<file path="config.mk">
export PLATFORM = sky130hd
export DESIGN_NAME = bridge_commutation_duty_mapper_core
export DESIGN_NICKNAME = d
export VERILOG_FILES = /design/src/sv/bcdm_pkg.sv /design/src/sv/bcdm_lane.sv /design/src/sv/bcdm_merge.sv /design/src/sv/bridge_commutation_duty_mapper_core.sv
export SDC_FILE = /design/constraint.sdc
export NUM_CORES = 2
export LEC_CHECK = 0
export ABC_CLOCK_PERIOD_IN_PS = 14800
export BUFFER_PORTS_ARGS = -buffer_cell sky130_fd_sc_hd__buf_4
export CORE_MARGIN = 5
export CORE_UTILIZATION = 65
export CTS_BUF_LIST = sky130_fd_sc_hd__clkbuf_16
export DETAILED_ROUTE_END_ITERATION = 10
export GPL_TIMING_DRIVEN = 0
export PLACE_DENSITY = 0.86
export SLEW_MARGIN = 5
export SYNTH_ARGS = -nofsm -noshare
export SYNTH_HDL_FRONTEND = slang
export SYNTH_SLANG_ARGS = --single-unit
</file>
<file path="constraint.sdc">
create_clock -name clk -period 14.8 [get_ports clk]
set_input_delay 2.96 -clock clk [delete_from_list [all_inputs] [get_ports clk]]
set_output_delay 2.96 -clock clk [all_outputs]
set_load 0.005 [all_outputs]
</file>
<file path="src/sv/bcdm_pkg.sv">
// Shared types, constants and the six-step sector table for the commutation mapper.
`default_nettype none

package bcdm_pkg;

  localparam int NUM_LANES = 3;
  localparam int DUTY_W    = 16;
  localparam int CMP_W     = 16;
  localparam int MODE_W    = 2;
  localparam int SECTOR_W  = 3;
  localparam int PERIOD_W  = 16;
  localparam int PROD_W    = (DUTY_W - 1) + PERIOD_W;

  // in_tdata: duty_ch1, duty_ch2, duty_ch3, sector, sector_duty (67 bits, padded)
  localparam int IN_DATA_W  = 72;
  localparam int IN_USER_W  = 1;
  // out_tdata: compare_ch1..3, mode_ph1..3, modes_changed (55 bits, padded)
  localparam int OUT_DATA_W = 56;

  localparam int SECTOR_LSB = NUM_LANES * DUTY_W;
  localparam int SDUTY_LSB  = SECTOR_LSB + SECTOR_W;
  localparam int MODES_LSB  = NUM_LANES * CMP_W;
  localparam int CHG_BIT    = MODES_LSB + NUM_LANES * MODE_W;

  typedef logic [MODE_W-1:0] mode_t;

  localparam mode_t MODE_FLOAT = 2'd0;
  localparam mode_t MODE_CPWM  = 2'd1;
  localparam mode_t MODE_HPWM  = 2'd2;
  localparam mode_t MODE_LOW   = 2'd3;

  localparam logic FUNC_DUTY = 1'b0;
  localparam logic FUNC_SIX  = 1'b1;

  localparam logic CFG_IDX_PERIOD = 1'b0;
  localparam logic CFG_IDX_PB_DIS = 1'b1;

  // One lane's registered result.
  typedef struct packed {
    mode_t             mode;
    logic [CMP_W-1:0]  cmp;
  } lane_res_t;

  // Mode of phase 'lane' (0..2) in six-step sector 's'; sectors six and seven float.
  function automatic mode_t sector_mode(input logic [SECTOR_W-1:0] s,
                                        input logic [1:0] lane);
    mode_t m1;
    mode_t m2;
    mode_t m3;
    m1 = MODE_FLOAT;
    m2 = MODE_FLOAT;
    m3 = MODE_FLOAT;
    unique case (s)
      3'd0: begin m1 = MODE_LOW;   m2 = MODE_FLOAT; m3 = MODE_HPWM;  end
      3'd1: begin m1 = MODE_LOW;   m2 = MODE_HPWM;  m3 = MODE_FLOAT; end
      3'd2: begin m1 = MODE_FLOAT; m2 = MODE_HPWM;  m3 = MODE_LOW;   end
      3'd3: begin m1 = MODE_HPWM;  m2 = MODE_FLOAT; m3 = MODE_LOW;   end
      3'd4: begin m1 = MODE_HPWM;  m2 = MODE_LOW;   m3 = MODE_FLOAT; end
      3'd5: begin m1 = MODE_FLOAT; m2 = MODE_LOW;   m3 = MODE_HPWM;  end
      default: begin m1 = MODE_FLOAT; m2 = MODE_FLOAT; m3 = MODE_FLOAT; end
    endcase
    unique case (lane)
      2'd0:    return m1;
      2'd1:    return m2;
      2'd2:    return m3;
      default: return MODE_FLOAT;
    endcase
  endfunction

endpackage

`default_nettype wire

</file>
<file path="src/sv/bcdm_lane.sv">
// One phase lane: decode pin mode, pick the duty and scale it by the timer period.
`default_nettype none

module bcdm_lane (
  input  wire logic                            clk,
  input  wire logic                            en,
  input  wire logic                            func,
  input  wire logic [bcdm_pkg::SECTOR_W-1:0]   sector,
  input  wire logic [1:0]                      lane_id,
  input  wire logic signed [bcdm_pkg::DUTY_W-1:0] duty,
  input  wire logic signed [bcdm_pkg::DUTY_W-1:0] sector_duty,
  input  wire logic                            forced_float,
  input  wire logic [bcdm_pkg::PERIOD_W-1:0]   period,
  output bcdm_pkg::lane_res_t                  res
);
  import bcdm_pkg::*;

  mode_t                mode_nxt;
  logic [DUTY_W-2:0]    duty_sel;
  logic [PROD_W-1:0]    prod;
  lane_res_t            res_r;

  // Decode mode and the magnitude that drives this phase's compare
  always_comb begin
    mode_nxt = MODE_FLOAT;
    duty_sel = '0;
    if (func == FUNC_DUTY) begin
      if (!duty[DUTY_W-1] && !forced_float) begin
        mode_nxt = MODE_CPWM;
        duty_sel = duty[DUTY_W-2:0];
      end
    end else begin
      mode_nxt = sector_mode(sector, lane_id);
      if (mode_nxt == MODE_HPWM && !sector_duty[DUTY_W-1]) begin
        duty_sel = sector_duty[DUTY_W-2:0];
      end
    end
  end

  // Scale: compare = (duty * period) >> 15
  assign prod = PROD_W'(duty_sel) * PROD_W'(period);

  // Hold the lane result when stalled
  always_ff @(posedge clk) begin
    if (en) begin
      res_r.mode <= mode_nxt;
      res_r.cmp  <= prod[PROD_W-1 -: CMP_W];
    end
  end

  assign res = res_r;

endmodule

`default_nettype wire

</file>
<file path="src/sv/bcdm_merge.sv">
// Merge stage: pack lane results, flag a mode change and hold the output item.
`default_nettype none

module bcdm_merge (
  input  wire logic                                 clk,
  input  wire logic                                 rst_n,
  input  wire logic                                 en,
  input  wire bcdm_pkg::lane_res_t [bcdm_pkg::NUM_LANES-1:0] lanes,
  output logic [bcdm_pkg::OUT_DATA_W-1:0]           out_data
);
  import bcdm_pkg::*;

  logic [NUM_LANES*MODE_W-1:0] modes_packed;
  logic [NUM_LANES*CMP_W-1:0]  cmps_packed;
  logic                        changed;
  logic [NUM_LANES*MODE_W-1:0] phase_modes_r;
  logic [OUT_DATA_W-1:0]       out_data_r;

  // Gather modes and compares, phase 1 lowest
  always_comb begin
    for (int i = 0; i < NUM_LANES; i++) begin
      modes_packed[i*MODE_W +: MODE_W] = lanes[i].mode;
      cmps_packed[i*CMP_W +: CMP_W]    = lanes[i].cmp;
    end
    changed = (modes_packed != phase_modes_r);
  end

  // Track the modes of the last item; reset leaves all phases floating
  always_ff @(posedge clk) begin
    if (!rst_n) begin
      phase_modes_r <= '0;
    end else if (en) begin
      phase_modes_r <= modes_packed;
    end
  end

  // Load the output item
  always_ff @(posedge clk) begin
    if (en) begin
      out_data_r <= OUT_DATA_W'({changed, modes_packed, cmps_packed});
    end
  end

  assign out_data = out_data_r;

endmodule

`default_nettype wire

</file>
<file path="src/sv/bridge_commutation_duty_mapper_core.sv">
// Top level: three-phase duty / six-step commutation mapper with stream ports.
// From input accept to result valid: lane stage, then merge stage, both registered.
// One item per cycle unless output stalls; one 15x16 multiplier lane per phase.
// A waiting result does not block input: the lane stage fills while output stalls.
// Reset (rst_n low, synchronous): drops both stages, clears the PWM period and
// the phase B disable bit, and returns the held phase modes to all floating.
`default_nettype none

module bridge_commutation_duty_mapper_core (
  input  wire logic                              clk,
  input  wire logic                              rst_n,
  // input item
  input  wire logic                              in_tvalid,
  output logic                                   in_tready,
  // [15:0] duty_ch1, [31:16] duty_ch2, [47:32] duty_ch3, [50:48] sector,
  // [66:51] sector_duty, [71:67] zero
  input  wire logic [bcdm_pkg::IN_DATA_W-1:0]    in_tdata,
  // [0] func
  input  wire logic [bcdm_pkg::IN_USER_W-1:0]    in_tuser,
  // result item
  output logic                                   out_tvalid,
  input  wire logic                              out_tready,
  // [15:0] compare_ch1, [31:16] compare_ch2, [47:32] compare_ch3,
  // [49:48] mode_ph1, [51:50] mode_ph2, [53:52] mode_ph3, [54] modes_changed, [55] zero
  output logic [bcdm_pkg::OUT_DATA_W-1:0]        out_tdata,
  // configuration writes
  input  wire logic                              cfg_valid,
  output logic                                   cfg_ready,
  input  wire logic                              cfg_index,
  input  wire logic [bcdm_pkg::PERIOD_W-1:0]     cfg_data
);
  import bcdm_pkg::*;

  logic                            s1_v_r;
  logic                            s1_v_nxt;
  logic                            out_v_r;
  logic                            out_v_nxt;
  logic                            adv_in;
  logic                            adv_out;
  logic [PERIOD_W-1:0]             period_r;
  logic                            pb_dis_r;
  lane_res_t [NUM_LANES-1:0]       lane_res;

  // Pipeline flow control
  assign adv_out   = !out_v_r || out_tready;
  assign in_tready = !s1_v_r || adv_out;
  assign adv_in    = in_tvalid && in_tready;

  always_comb begin
    s1_v_nxt  = in_tready ? in_tvalid : s1_v_r;
    out_v_nxt = adv_out ? s1_v_r : out_v_r;
  end

  always_ff @(posedge clk) begin
    if (!rst_n) begin
      s1_v_r  <= 1'b0;
      out_v_r <= 1'b0;
    end else begin
      s1_v_r  <= s1_v_nxt;
      out_v_r <= out_v_nxt;
    end
  end

  // Configuration registers
  assign cfg_ready = 1'b1;

  always_ff @(posedge clk) begin
    if (!rst_n) begin
      period_r <= '0;
      pb_dis_r <= 1'b0;
    end else if (cfg_valid) begin
      unique case (cfg_index)
        CFG_IDX_PERIOD: period_r <= cfg_data;
        CFG_IDX_PB_DIS: pb_dis_r <= cfg_data[0];
        default: ;
      endcase
    end
  end

  // One lane per phase
  for (genvar g = 0; g < NUM_LANES; g++) begin : g_lane
    bcdm_lane u_lane (
      .clk          (clk),
      .en           (adv_in),
      .func         (in_tuser[0]),
      .sector       (in_tdata[SECTOR_LSB +: SECTOR_W]),
      .lane_id      (2'(g)),
      .duty         (in_tdata[g*DUTY_W +: DUTY_W]),
      .sector_duty  (in_tdata[SDUTY_LSB +: DUTY_W]),
      .forced_float ((g == 1) && pb_dis_r),
      .period       (period_r),
      .res          (lane_res[g])
    );
  end

  bcdm_merge u_merge (
    .clk      (clk),
    .rst_n    (rst_n),
    .en       (s1_v_r && adv_out),
    .lanes    (lane_res),
    .out_data (out_tdata)
  );

  assign out_tvalid = out_v_r;

endmodule

`default_nettype wire

</file>
==> key figures <==
Power
  • Max VDD drop: 82.9 uV
  • Clock share of power: 0.345
  • Flop pwr share: 0.342
  • Internal: 0.835 mW
  • Sw Pwr: 0.473 mW
  • Leakage: 15.2 nW
  • PwrDens: 43.7 mW/mm^2
  • Combinational Power Share: 0.313
  • Switching Share: 0.362

Timing
  • Final Hold Fails: 0
  • Tcrit/Tclk final: 0.756
  • Unrepaired setup endpoints after global routing: false
  • Final setup skew: 0.0142 ns
  • Least-Margin Pin Slew: 1.25 ns
  • Post-layout min period: 11.19 ns
  • Slew HR: 0.167
  • Fin Setup TNS: 0 ns
  • Max Transition Viols Final: 0
  • Fmax: 0.0894 GHz
  • Final setup viols: 0
  • Fin worst setup slack: 3.61 ns

Place
  • DP HPWL: 64800 um
  • GP Congestion: 0.981
  • Dpl cell area: 0.0293 mm^2
  • # port buffers: 144
  • Place WS: 3.29 ns

GRT
  • First-pass GRT wire length: 128000 um
  • Pin count of the biggest net entering global routing: 62
  • GR Util All Layers: 0.363
  • Initial antenna violation count: 5
  • Vias in the first global route: 23200
  • GR Overflow Total: 0

Finish
  • Commonest non-fill, non-tap cells in the layout: 610 x inv_1, 537 x fa_1, 373 x nand2_1, 277 x and2_1, 276 x ha_1
  • Area of the multi-input gates: 0.0209 mm^2
  • Area grow syn2layout: 8.63%
  • # fillers: 3084
  • Final #Nets: 3953
  • Final instance area: 0.0299 mm^2
  • Fin util: 0.713
  • Most common cell after layout, fill and taps aside: inv_1
  • Layout cell share with drive strength beyond 1: 0.0674
  • Register area: 0.00377 mm^2

Logic synthesis
  • Post-synthesis register bit count: 134
  • Yosys top cell area share: 0.391
  • Sequential area share after synthesis: 0.137
  • Top FF cell, synth: edfxtp_1
  • Post-synth ARST share: 0
  • Mapped Area: 0.0275 mm^2
  • Synth area leader: fa_1
  • Netlist cell types: 70
  • Synth Area per Inst: 9.56 um^2
  • Post-synth EDFFs: 109
  • Synth area leaders: fa_1 39%, ha_1 13%, edfxtp_1 12%
  • Syn Inst Count: 2881
  • Synthesized Nets: 3789
  • Yosys warns: 0

Critical path
  • Startpoint types: primary input
  • End point of the critical path: g_lane[0].u_lane.res[15]
  • Worst r2r dst: g_lane[1].u_lane.res[15]
  • Crit path kind: primary input to flip-flop
  • Flop2flop setup slack: 6.39 ns
  • Worst Setup SP: in_tdata[49]
  • CP max FO: 10
  • R2R depth: 24
  • Worst EP required: 15.05 ns
  • CP endpoint kind: flip-flop
  • R2R Path Start: pb_dis_r
  • Worst EP arrival: 11.44 ns

Die
  • Chip Width: 216 um
  • Starting density of the core: 0.656
  • # rows: 75
  • Die ar.: 0.0466 mm^2
  • Die H: 216 um
  • Core box area: 0.0419 mm^2
  • # IOs: 154

Detailed routing
  • First-pass DRT Iterations: 6
  • WL/cell: 22.8 um
  • Detailed Route WL: 82000 um
  • Routed vias: 21300
  • DRC Markers: 0
  • Routed vias/inst: 5.93
  • Post-DRT Antenna Nets: 0
  • Initial DRC Count: 1926

Outcome
  • Status: finished, final reports clean

Clock network
  • Sink Count: 134
  • Reg clk slew, reported paths: 0.07 ns
  • CTS Hold Buffers Added: 0
  • Clk buf depth: 2
  • Clk_lat worst skew: 0.50 ns
  • Post_cts resized: 0
  • CTS tree: done
  • Setup bufs post-CTS: 0
  • Inserted Clock Buffers: 17
  • H-tree depth: 4
  • Root Driver: clkbuf_16

Worst hold path
  • Min-delay worst type: flip-flop to flip-flop

Job
  • Max Cap Viol: 0
## through the flow
| step | instances | hold slack, ns | power, mW |
|---|---|---|---|
| after global placement | 3564 | 0.401 | 0.837 |
| after CTS | 3597 | 0.418 | 1.31 |
| after detailed placement | 3565 | 0.405 | 0.853 |
| after global routing | 3597 | 0.426 | 1.37 |
| after floorplan | 2881 | 0.400 | 0.694 |
| final | 3599 | 0.417 | 1.31 |
## routing by layer
layer | global-route usage | vias up | share of wire
li1 | - | 9058 | -
met1 | 0.455 | 10700 | 0.37
met2 | 0.584 | 1222 | 0.46
met3 | 0.0776 | 329 | 0.097
met4 | 0.218 | 0 | 0.073
met5 | 0 | - | 0
## cells in the mapped netlist, drive strengths merged (3+ instances only)
master and instances:
o21a 14, o21bai 3, a211oi 4, a22oi 6, inv 611, or2 4, buf 19, o211ai 4
clkbuf 123, ha 276, and3 8, o22ai 4, a211o 3, nor2 35, a21boi 26, nor4 4
edfxtp 109, xnor2 42, nand2 373, nor3 15, and2 278, fa 537, a21o 10, a31o 5
dfxtp 25, nor3b 3, a22o 36, o21ai 25, nor2b 137, xor2 14, a21oi 53, nand3 14
a31oi 5, nand4 11, nand2b 15
## cells by family after synthesis
group | after synthesis | synth area share
AO/OA/AOI/OAI | 215 | 0.0555
XOR/XNOR | 56 | 0.0178
adder cells (fa/ha/maj) | 813 | 0.516
buffers and inverters | 753 | 0.103
flip-flops | 134 | 0.137
multiplexers | 1 | 0.000364
other | 2 | 0.000273
AND/OR/NAND/NOR | 907 | 0.170
## sequential cells by signal, indices dropped and copies added (netlist names)
name,cells
u_merge.out_data,55
g_lane.u_lane.res,54
period_r,16
u_merge.phase_modes_r,6
out_tvalid,1
pb_dis_r,1
s1_v_r,1
## layout make-up
type	count	share of cell area
clock inverter	15	0.00552
multi-input combinational	1994	0.699
sequential	134	0.126
antenna	2	0.000167
inverter	611	0.0768
timing repair buffer	145	0.0368
tap	539	0.0226
buffer	142	0.0185
clock buffer	17	0.0142
## how the worst min path moves through the flow
stage / from / end / cells past startpoint
after floorplan: g_lane[0].u_lane.res[0] / u_merge.out_data[0] / 0
after global placement: g_lane[2].u_lane.res[1] / u_merge.out_data[33] / 0
after detailed placement: g_lane[0].u_lane.res[1] / u_merge.out_data[1] / 0
after CTS: g_lane[1].u_lane.res[14] / u_merge.out_data[30] / 0
after global routing: g_lane[0].u_lane.res[13] / u_merge.out_data[13] / 0
final: g_lane[1].u_lane.res[14] / u_merge.out_data[30] / 0
## power groups by stage
stage	Sequential, mW	Clock [mW]	Combinational (mW)
floorplan	0.454	0	0.240
global placement	0.456	0	0.382
detailed placement	0.456	0	0.397
CTS	0.448	0.458	0.401
global route	0.450	0.472	0.445
finish	0.448	0.451	0.409
## worst max-delay path, cell delays in order
cell	delay, ns
buf_2	0.15
or3b_4	0.39
a21oi_1	0.36
clkbuf_1	0.51
a22o_1	0.44
clkbuf_1	0.50
nand2_1	0.16
fa_1	0.59
fa_1	0.45
fa_1	0.54
inv_1	0.05
fa_1	0.45
fa_1	0.49
inv_1	0.05
fa_1	0.47
inv_1	0.04
ha_1	0.31
and4_4	0.21
and4_4	0.19
a221oi_1	0.73
a31oi_2	0.33
a41oi_2	0.33
nor3b_2	0.08
o21a_2	0.24
a311oi_2	0.28
xnor2_1	0.10
(Power assumes the default switching activity.)
